<file path="config.mk">
export PLATFORM = sky130hd
export DESIGN_NAME = sortable_id_generator_base32_core_flat
export DESIGN_NICKNAME = d
export VERILOG_FILES = /design/src/hw/rtl/sidg_pkg.sv /design/src/hw/rtl/sidg_stream_if.sv /design/src/hw/rtl/sidg_ser.sv /design/src/hw/rtl/sortable_id_generator_base32_core.sv /design/src/flat_wrapper.sv
export SDC_FILE = /design/constraint.sdc
export NUM_CORES = 2
export LEC_CHECK = 0
export BUFFER_PORTS_ARGS = -buffer_cell sky130_fd_sc_hd__buf_2
export CORE_ASPECT_RATIO = 1.25
export CORE_MARGIN = 5
export CORE_UTILIZATION = 35
export CTS_BUF_LIST = sky130_fd_sc_hd__clkbuf_8 sky130_fd_sc_hd__clkbuf_16
export CTS_CLUSTER_SIZE = 8
export DETAILED_ROUTE_END_ITERATION = 8
export PLACE_DENSITY = 0.47
export SETUP_SLACK_MARGIN = 0.5
export SYNTH_ARGS = -nofsm -noshare
export SYNTH_HDL_FRONTEND = slang
export SYNTH_SLANG_ARGS = --single-unit
</file>
<file path="constraint.sdc">
create_clock -name clk_i -period 8.4 [get_ports clk_i]
set_input_delay 2.1 -clock clk_i [delete_from_list [all_inputs] [get_ports clk_i]]
set_output_delay 2.1 -clock clk_i [all_outputs]
set_load 0.05 [all_outputs]
</file>
<file path="src/hw/rtl/sidg_pkg.sv">
`default_nettype none

package sidg_pkg;

  // identifier geometry
  localparam int unsigned IdChars = 26;
  localparam int unsigned DigitW  = 5;
  localparam int unsigned IdBits  = IdChars * DigitW;
  localparam int unsigned TsW     = 48;
  localparam int unsigned StateW  = 64;
  localparam int unsigned CodeW   = 7;
  localparam int unsigned PosW    = 5;

  localparam logic [PosW-1:0] LastPos = PosW'(IdChars - 1);

  // generator constants
  localparam logic [StateW-1:0] SeedReset   = 64'd1;
  localparam logic [StateW-1:0] ScrambleMul = 64'h2545F4914F6CDD1D;
  localparam int unsigned       ShiftA      = 12;
  localparam int unsigned       ShiftB      = 25;
  localparam int unsigned       ShiftC      = 27;

  // crockford base32 alphabet, first character in the top byte
  localparam logic [255:0] Alphabet = "0123456789ABCDEFGHJKMNPQRSTVWXYZ";

  typedef struct packed {
    logic [TsW-1:0] timestamp_ms;
  } req_t;

  typedef struct packed {
    logic [CodeW-1:0] char_code;
    logic [PosW-1:0]  char_position;
    logic             last_char;
  } char_t;

  // identifier handed to the serializer
  typedef struct packed {
    logic              valid;
    logic [IdBits-1:0] id;
  } load_t;

  // one xorshift64 step
  function automatic logic [StateW-1:0] xs_step(logic [StateW-1:0] x);
    logic [StateW-1:0] a;
    logic [StateW-1:0] b;
    a = x ^ (x >> ShiftA);
    b = a ^ (a << ShiftB);
    return b ^ (b >> ShiftC);
  endfunction

  // ascii code of one base32 digit
  function automatic logic [CodeW-1:0] digit_char(logic [DigitW-1:0] d);
    logic [7:0] base;
    base = {~d, 3'b000};
    return Alphabet[base +: CodeW];
  endfunction

endpackage

`default_nettype wire

</file>
<file path="src/hw/rtl/sidg_stream_if.sv">
`default_nettype none

interface sidg_stream_if #(
  parameter type payload_t = logic
);
  logic     valid;
  logic     ready;
  payload_t data;

  modport source (output valid, output data, input ready);
  modport sink   (input valid, input data, output ready);
endinterface

`default_nettype wire

</file>
<file path="src/hw/rtl/sidg_ser.sv">
`default_nettype none

module sidg_ser (
  input  wire                 clk_i,
  input  wire                 rst_ni,
  input  sidg_pkg::load_t     ld_i,
  output logic                ld_ready_o,
  sidg_stream_if.source       out_o
);

  logic                                busy_q, busy_d;
  logic [sidg_pkg::PosW-1:0]           cnt_q, cnt_d;
  logic [sidg_pkg::IdBits-1:0]         id_q, id_d;
  logic                                o_vld_q, o_vld_d;
  sidg_pkg::char_t                     o_data_q, o_data_d;
  logic                                emit;
  logic                                at_last;

  // a character moves to the output register when it is free
  assign emit       = busy_q && (!o_vld_q || out_o.ready);
  assign at_last    = (cnt_q == sidg_pkg::LastPos);
  assign ld_ready_o = !busy_q || (emit && at_last);

  // shift register and character counter
  always_comb begin
    busy_d = busy_q;
    cnt_d  = cnt_q;
    id_d   = id_q;
    if (emit) begin
      id_d  = id_q << sidg_pkg::DigitW;
      cnt_d = cnt_q + 1'b1;
      if (at_last) begin
        busy_d = 1'b0;
      end
    end
    if (ld_i.valid && ld_ready_o) begin
      id_d   = ld_i.id;
      cnt_d  = '0;
      busy_d = 1'b1;
    end
  end

  // output register
  always_comb begin
    o_vld_d  = o_vld_q;
    o_data_d = o_data_q;
    if (emit) begin
      o_vld_d                = 1'b1;
      o_data_d.char_code     = sidg_pkg::digit_char(
                                 id_q[sidg_pkg::IdBits-1 -: sidg_pkg::DigitW]);
      o_data_d.char_position = cnt_q;
      o_data_d.last_char     = at_last;
    end else if (out_o.ready) begin
      o_vld_d = 1'b0;
    end
  end

  always_ff @(posedge clk_i or negedge rst_ni) begin
    if (!rst_ni) begin
      busy_q  <= 1'b0;
      cnt_q   <= '0;
      o_vld_q <= 1'b0;
    end else begin
      busy_q  <= busy_d;
      cnt_q   <= cnt_d;
      o_vld_q <= o_vld_d;
    end
  end

  always_ff @(posedge clk_i) begin
    id_q     <= id_d;
    o_data_q <= o_data_d;
  end

  assign out_o.valid = o_vld_q;
  assign out_o.data  = o_data_q;

endmodule

`default_nettype wire

</file>
<file path="src/hw/rtl/sortable_id_generator_base32_core.sv">
// Sortable identifier generator with Crockford base32 text output.
// in_i carries one request per transfer: a 48-bit millisecond timestamp.
// out_o carries one ASCII character per transfer with its position; the
// 26th character of an identifier has last_char set.
// cfg_we_i/cfg_wdata_i load the 64-bit seed straight into the generator
// state; write it only while the block is idle. A zero seed locks the
// generator at zero.
// A request passes the request register and serializer shift register
// before its first character reaches out_o. Throughput: one character
// per cycle while out_o is ready, set by the single-character channel.
// Requests are taken while the previous identifier is still streaming: a
// request register holds the next one, and the generator steps three
// times in the cycle a request is taken.
// Reset: generator state returns to 1, all valid flags clear, no output.
// When the receiver stalls, the output character holds, the shift
// register stops, and the request side backs up through in_i.ready.
`default_nettype none

module sortable_id_generator_base32_core (
  input  wire           clk_i,
  input  wire           rst_ni,
  input  wire           cfg_we_i,
  input  wire  [63:0]   cfg_wdata_i,
  sidg_stream_if.sink   in_i,
  sidg_stream_if.source out_o
);

  logic [sidg_pkg::StateW-1:0] gen_q, gen_d;
  logic [sidg_pkg::StateW-1:0] x1, x2, x3;
  logic                        a_vld_q, a_vld_d;
  logic [sidg_pkg::TsW-1:0]    a_ts_q;
  logic [31:0]                 a_r1_q, a_r2_q;
  logic [15:0]                 a_r3_q;
  logic [31:0]                 p1, p2;
  logic [15:0]                 p3;
  logic                        accept;
  logic                        ld_ready;
  sidg_pkg::load_t             ld;

  // three generator steps per request
  assign x1 = sidg_pkg::xs_step(gen_q);
  assign x2 = sidg_pkg::xs_step(x1);
  assign x3 = sidg_pkg::xs_step(x2);

  assign in_i.ready = !a_vld_q || ld_ready;
  assign accept     = in_i.valid && in_i.ready;

  // generator state and request register valid
  always_comb begin
    gen_d   = gen_q;
    a_vld_d = a_vld_q;
    if (ld_ready) begin
      a_vld_d = 1'b0;
    end
    if (accept) begin
      gen_d   = x3;
      a_vld_d = 1'b1;
    end
    if (cfg_we_i) begin
      gen_d = cfg_wdata_i;
    end
  end

  always_ff @(posedge clk_i or negedge rst_ni) begin
    if (!rst_ni) begin
      gen_q   <= sidg_pkg::SeedReset;
      a_vld_q <= 1'b0;
    end else begin
      gen_q   <= gen_d;
      a_vld_q <= a_vld_d;
    end
  end

  // request payload with raw generator outputs
  always_ff @(posedge clk_i) begin
    if (accept) begin
      a_ts_q <= in_i.data.timestamp_ms;
      a_r1_q <= x1[31:0];
      a_r2_q <= x2[31:0];
      a_r3_q <= x3[15:0];
    end
  end

  // scramble: only the low bits of each product are kept
  assign p1 = a_r1_q * sidg_pkg::ScrambleMul[31:0];
  assign p2 = a_r2_q * sidg_pkg::ScrambleMul[31:0];
  assign p3 = a_r3_q * sidg_pkg::ScrambleMul[15:0];

  assign ld.valid = a_vld_q;
  assign ld.id    = {2'b00, a_ts_q, p1, p2, p3};

  sidg_ser u_ser (
    .clk_i      (clk_i),
    .rst_ni     (rst_ni),
    .ld_i       (ld),
    .ld_ready_o (ld_ready),
    .out_o      (out_o)
  );

endmodule

`default_nettype wire

</file>
<file path="src/flat_wrapper.sv">
// flat-port wrapper written by rule: the top's interface ports become plain ports
module sortable_id_generator_base32_core_flat 
  (clk_i, rst_ni, cfg_we_i, cfg_wdata_i, in_i_valid, in_i_data, in_i_ready, out_o_valid, out_o_data, out_o_ready);
  sidg_stream_if #(.payload_t(sidg_pkg::req_t)) in_i_i ();
  sidg_stream_if #(.payload_t(sidg_pkg::char_t)) out_o_i ();
  input  wire clk_i;
  input  wire rst_ni;
  input  wire cfg_we_i;
  input  wire  [63:0] cfg_wdata_i;
  input wire logic [$bits(in_i_i.valid)-1:0] in_i_valid;
  input wire logic [$bits(in_i_i.data)-1:0] in_i_data;
  output wire logic [$bits(in_i_i.ready)-1:0] in_i_ready;
  output wire logic [$bits(out_o_i.valid)-1:0] out_o_valid;
  output wire logic [$bits(out_o_i.data)-1:0] out_o_data;
  input wire logic [$bits(out_o_i.ready)-1:0] out_o_ready;
  assign in_i_i.valid = in_i_valid;
  assign in_i_i.data = in_i_data;
  assign in_i_ready = in_i_i.ready;
  assign out_o_valid = out_o_i.valid;
  assign out_o_data = out_o_i.data;
  assign out_o_i.ready = out_o_ready;
  sortable_id_generator_base32_core u_core (.clk_i(clk_i), .rst_ni(rst_ni), .cfg_we_i(cfg_we_i), .cfg_wdata_i(cfg_wdata_i), .in_i(in_i_i), .out_o(out_o_i));
endmodule
</file>
Word level (Yosys, flattened, before mapping). Index checks and enable logic that the tools add are counted.

Bits of input ports: 117. Register bits: 343. Logic and storage cells: 59.

Mux-type cells: 13. $mul: 3. Bitwise gates (word level): 10. Reduce and logical (&&, ||, !) cells: 16. Shift operators: 1. Add/sub/neg operators: 1. Equality and inequality tests: 1.

Operators with widths (count): $mux 128 (2); $shiftx 256x9->7 const A (1); $xor 64x37->64 (3); $xor 64x52->64 (3); $xor 64x64->64 (3); $mux 64 (2); $mul 32x31->32 const B (2); $mul 16x15->16 const B (1); $mux 5 (2); $reduce_bool 2->1 (5); $mux 1 (7); $add 5x1->5 const B (1); $eq 5x5->1 const B (1); $not 5->5 (1); $logic_and 1x1->1 (4); $logic_not 1->1 (3); $logic_or 1x1->1 (3); $reduce_and 2->1 (1).

Logic depth before layout (Yosys ltp).
Depth after elaboration: 11. Gate-level depth with buffers: 26. Depth with buffers taken out: 25.

Hierarchy. From an unflattened synthesis, not the netlist that was laid out.

Cells, all modules: 3212. Area total of the unflattened synthesis: 38259.2 um^2.

By module, submodules not included: sortable_id_generator_base32_core (cells each 2835, seq. area each 5471.5 um^2, area each 31500.2 um^2, times used 1); sidg_ser (cells each 377, seq. area each 4469.3 um^2, area each 6759.0 um^2, times used 1).

Worst setup path after synthesis. No wires, ideal clock.

Kind: input -> register. Start: input out_o_ready. End: register u_core.gen_q[19] (netlist name). Data arrival time: 7.374 ns. Setup slack: 0.933 ns. Library setup time: 0.093 ns. Stages: 8. Path through: nand2b_1 -> nand2_1 -> nand3_1 -> nand2_1 -> inv_2 -> clkbuf_1 -> o21ai_0 -> o21ai_1.

Word-level cells in the longest chain between the ends: 7.

Ends and longest elaborated chain: from (decl) (RTL line flat_wrapper.sv:15) `input wire logic [$bits(out_o_i.ready)-1:0] out_o_ready;`; $logic_or 1x1->1 (RTL line sidg_ser.sv:20) `assign emit = busy_q && (!o_vld_q || out_o.ready);`; $logic_and 1x1->1 (RTL line sidg_ser.sv:20); $logic_and 1x1->1 (RTL line sidg_ser.sv:22) `assign ld_ready_o = !busy_q || (emit && at_last);`; $logic_or 1x1->1 (RTL line sidg_ser.sv:22); $logic_or 1x1->1 (RTL line sortable_id_generator_base32_core.sv:45) `assign in_i.ready = !a_vld_q || ld_ready;`; named net in_i_ready (RTL line flat_wrapper.sv:12) `output wire logic [$bits(in_i_i.ready)-1:0] in_i_ready;`; $logic_and 1x1->1 (RTL line sortable_id_generator_base32_core.sv:46) `assign accept = in_i.valid && in_i.ready;`; $reduce_bool 2->1 (no source line); to (signal assigned) (RTL line sortable_id_generator_base32_core.sv:66) `gen_q <= sidg_pkg::SeedReset;`; to (signal assigned) (RTL line sortable_id_generator_base32_core.sv:69) `gen_q <= gen_d;`; to (decl) (RTL line sortable_id_generator_base32_core.sv:28) `logic [sidg_pkg::StateW-1:0] gen_q, gen_d;`.

The timed path passes the listed nets, and every way through them passes these cells. A chain may end at the register's enable or synchronous reset.

Worst setup path after layout.
Start: register u_core.a_r1_q[11]. End: register u_core.u_ser.id_q[78] (netlist name) (data pin).

Word-level cells in the longest chain between the ends: 2.

Ends and longest elaborated chain: from (decl) (RTL line sortable_id_generator_base32_core.sv:32) `logic [31:0] a_r1_q, a_r2_q;`; from (signal assigned) (RTL line sortable_id_generator_base32_core.sv:78) `a_r1_q <= x1[31:0];`; $mul 32x31->32 (RTL line sortable_id_generator_base32_core.sv:85) `assign p1 = a_r1_q * sidg_pkg::ScrambleMul[31:0];`; $mux 128 (RTL line sidg_ser.sv:36) `if (ld_i.valid && ld_ready_o) begin`; named net u_core.u_ser.id_d, one bit (RTL line sidg_ser.sv:13) `logic [sidg_pkg::IdBits-1:0] id_q, id_d;`; to (signal assigned) (RTL line sidg_ser.sv:71) `id_q <= id_d;`; to (decl) (RTL line sidg_ser.sv:13).

The timed path passes the listed nets, and every way through them passes these cells.

==> flow_summary.toml <==
[timing]
finalCritPeriodShare = 0.863
worst_pin_slew_ns = 1.08
rsz0062_at_grt = "false"
relSlewSlack = 0.262
finalCriticalPeriod_ns = 7.25
finClkSkew_ns = 0.0293
fin_tns_setup_ns = 0
slew_violations = 0
hold_viol = 0
fmax_mhz = 138
setup_viol = 0

[clock_tree]
numCtsBuffers = 51
tritoncts = "built"
cts_setup_buffers = 0
holdBufCountCts = 0
cts-resized-gates = 0
clk_latency_ns = 0.62
htreeDepth = 2
cts_num_sinks = 343
path_clk_slew_ns = 0.05
ctsRootBufferMaster = "clkbuf_16"
clk_path_buf_depth = 3

[placed_design]
gp_congestion = 0.874
dp.cells = 4945
hpwl_um = 86600
port_buffers = 131

[drt]
vias_per_cell = 4.54
drc = 0
postRouteAntennaNets = 0
initialDrtViolationCount = 885
wl_per_cell_um = 20.4
dr.pass1.iters = 4
drt_wl_total_um = 103000
dr_total_vias = 22888

[finish]
final_util = 0.386
nets = 4564
final_cells = 5041
area_delta_synth_final_pct = 9.88
final_common_cell = "inv_1"
fillerInstances = 10735
final_cell_mix = "inv_1 (721), fa_1 (461), ha_1 (426)"
drive_gt1_frac = 0.0772

[worst_setup_path]
critPathRequiredTime_ns = 8.72
crit_top_cell = "fa_1"
end_kind = "register"
crit_family = "adder cells"
startpoint_type = "register"
crit_arrival_ns = 7.57
crit_fanout = 8
slowest_delay_ns = 0.63
crit_chain = "inv_1 -> fa_1 -> inv_1 -> fa_1 -> inv_1 -> fa_1 -> fa_1 -> fa_1 -> inv_1 -> fa_1 -> fa_1 -> fa_1 -> ha_1 -> a21o_1 -> a21o_1 -> a21oi_1 -> o21ai_0 -> a21oi_1 -> nor3b_1 -> o21ai_0 -> a31oi_1 -> xor2_1 -> o21ai_0"
cpMaxStageDelayCell = "edfxtp_1"
crit_type = "reg2reg"
cp_num_buf_inv = 4

[global_routing]
grt_max_degree = 85
grt_first_pass_wirelength_um = 157000
grt_pass1_vias = 25188
grt_antenna_before_repair = 0
grt_usage = 0.180
globalRoute.totalOverflow = 0

[job]
maxCapViolations = 0

[synth]
ys_seq_elements = 343
ys_async_sr_fraction = 0.210
netlist_area_um2 = 37900
synth_nets = 4449
synth_cell_type_count = 63
yosysWarningCount = 0
syn_area_per_cell_um2 = 11.0
seq_area_frac_synth = 0.262
ys.flop_type = "edfxtp_1"
synth_edf_count = 269
syn_inst = 3445

[floorplan]
initial_core_util = 0.351
die_area_um2 = 115000
dieHeight_um = 378
rows = 135
core_um2 = 108000
die_w_um = 304
ios = 132

[min_path]
hold_class = "reg2reg"

[status]
outcome = "complete, no violations"
[Yosys cell counts, types with 9 or more instances]
| master | number | area [um2] |
|---|---|---|
| a21oi_1 | 91 | 455 |
| xor2_2 | 9 | 146 |
| clkbuf_1 | 56 | 210 |
| xnor3_1 | 21 | 473 |
| o21ai_0 | 114 | 571 |
| o21ai_1 | 24 | 120 |
| mux2i_1 | 24 | 240 |
| fa_1 | 461 | 9230 |
| edfxtp_1 | 269 | 8080 |
| xor2_1 | 138 | 1210 |
| a211oi_1 | 9 | 67.6 |
| xnor3_2 | 10 | 238 |
| buf_2 | 25 | 125 |
| ha_1 | 426 | 5330 |
| nand2b_1 | 10 | 62.6 |
| nand2_1 | 338 | 1270 |
| dfrtp_1 | 71 | 1780 |
| nand3_1 | 11 | 55.1 |
| xnor2_2 | 27 | 439 |
| inv_1 | 686 | 2570 |
| nor2_1 | 71 | 267 |
| o21bai_1 | 14 | 105 |
| a21o_1 | 34 | 255 |
| xnor2_1 | 401 | 3510 |
[routing by layer]
metal  vias up  GRT usage  wire [um]
li1      11078          -          -
met1     11317      0.230      44700
met2       366      0.314      50700
met3       127     0.0239       3080
met4         0     0.0643       4180
met5         -          0          0
[stage by stage]
step | hold WS [ns] | setup slack [ns] | area [um2]
4_1_cts | 0.495 | 1.13 | 41600
6_report | 0.486 | 1.15 | 41600
2_1_floorplan | 0.448 | 0.933 | 37900
5_1_grt | 0.500 | 0.792 | 41600
3_3_place_gp | 0.465 | 1.17 | 40100
3_5_place_dp | 0.481 | 1.12 | 40100
[path summary, 6_finish.rpt]
| path | depth (start not counted) | end | slack [ns] | startpoint |
|---|---|---|---|---|
| min | 2 | u_core.u_ser.id_q[129]$_SDFFE_PP0P_ | 0.49 | u_core.u_ser.id_q[124]$_DFFE_PP_ |
| min reg2reg | 2 | u_core.u_ser.id_q[129]$_SDFFE_PP0P_ | 0.49 | u_core.u_ser.id_q[124]$_DFFE_PP_ |
| max in group asynchronous | 2 | u_core.a_vld_q$_DFFE_PN0P_ | 5.90 | rst_ni |
| min in group asynchronous | 1 | u_core.gen_q[23]$_DFFE_PN0P_ | 1.32 | rst_ni |
| max | 23 | u_core.u_ser.id_q[78]$_DFFE_PP_ | 1.15 | u_core.a_r1_q[11]$_DFFE_PP_ |
| max reg2reg | 23 | u_core.u_ser.id_q[78]$_DFFE_PP_ | 1.15 | u_core.a_r1_q[11]$_DFFE_PP_ |
[flip-flops by register name, indices dropped and copies added, names as in the netlist]
| register | count |
|---|---|
| u_core.gen_q | 64 |
| u_core.u_ser.id_q | 130 |
| u_core.a_ts_q | 48 |
| u_core.a_r2_q | 32 |
| u_core.u_ser.out_o.data | 13 |
| u_core.a_r1_q | 32 |
| u_core.u_ser.out_o.valid | 1 |
| u_core.u_ser.busy_q | 1 |
| u_core.u_ser.cnt_q | 5 |
| u_core.a_r3_q | 16 |
| u_core.a_vld_q | 1 |
[worst reg2reg max path, cell delays in order, from the launching register on]
cell      delay, ns
edfxtp_1       0.63
inv_1          0.25
fa_1           0.58
inv_1          0.05
fa_1           0.48
inv_1          0.06
fa_1           0.56
fa_1           0.45
fa_1           0.55
inv_1          0.05
fa_1           0.45
fa_1           0.51
fa_1           0.41
ha_1           0.34
a21o_1         0.17
a21o_1         0.16
a21oi_1        0.24
o21ai_0        0.14
a21oi_1        0.19
nor3b_1        0.17
o21ai_0        0.10
a31oi_1        0.22
xor2_1         0.15
o21ai_0        0.09
[cells by family (layout without fill, tap and decap cells)]
logic type               count (synthesis)  in the layout  share of synthesized area
AO/OA/AOI/OAI                          324            324                     0.0496
adder cells (fa/ha/maj)                887            887                      0.384
XOR/XNOR                               620            620                      0.168
flip-flops                             343            343                      0.262
other                                    0              1                          0
multiplexers                            28             28                    0.00783
buffers and inverters                  779            936                     0.0790
AND/OR/NAND/NOR                        464            464                     0.0494
[final cells by class]
class | count | area (um2) | area share
multi-input cells | 2323 | 25000 | 0.600
flip-flops and latches | 343 | 9920 | 0.238
inverters | 687 | 2580 | 0.0621
well taps | 1438 | 1800 | 0.0432
clock buffers | 52 | 1290 | 0.0310
repair buffers | 154 | 833 | 0.0200
clock inverters | 43 | 208 | 0.00499
diodes | 1 | 2.50 | 0.0000601
Power is left out: the tool's default activity adds up to more than one toggle a clock period on the data nets, which glitch-free logic cannot reach.
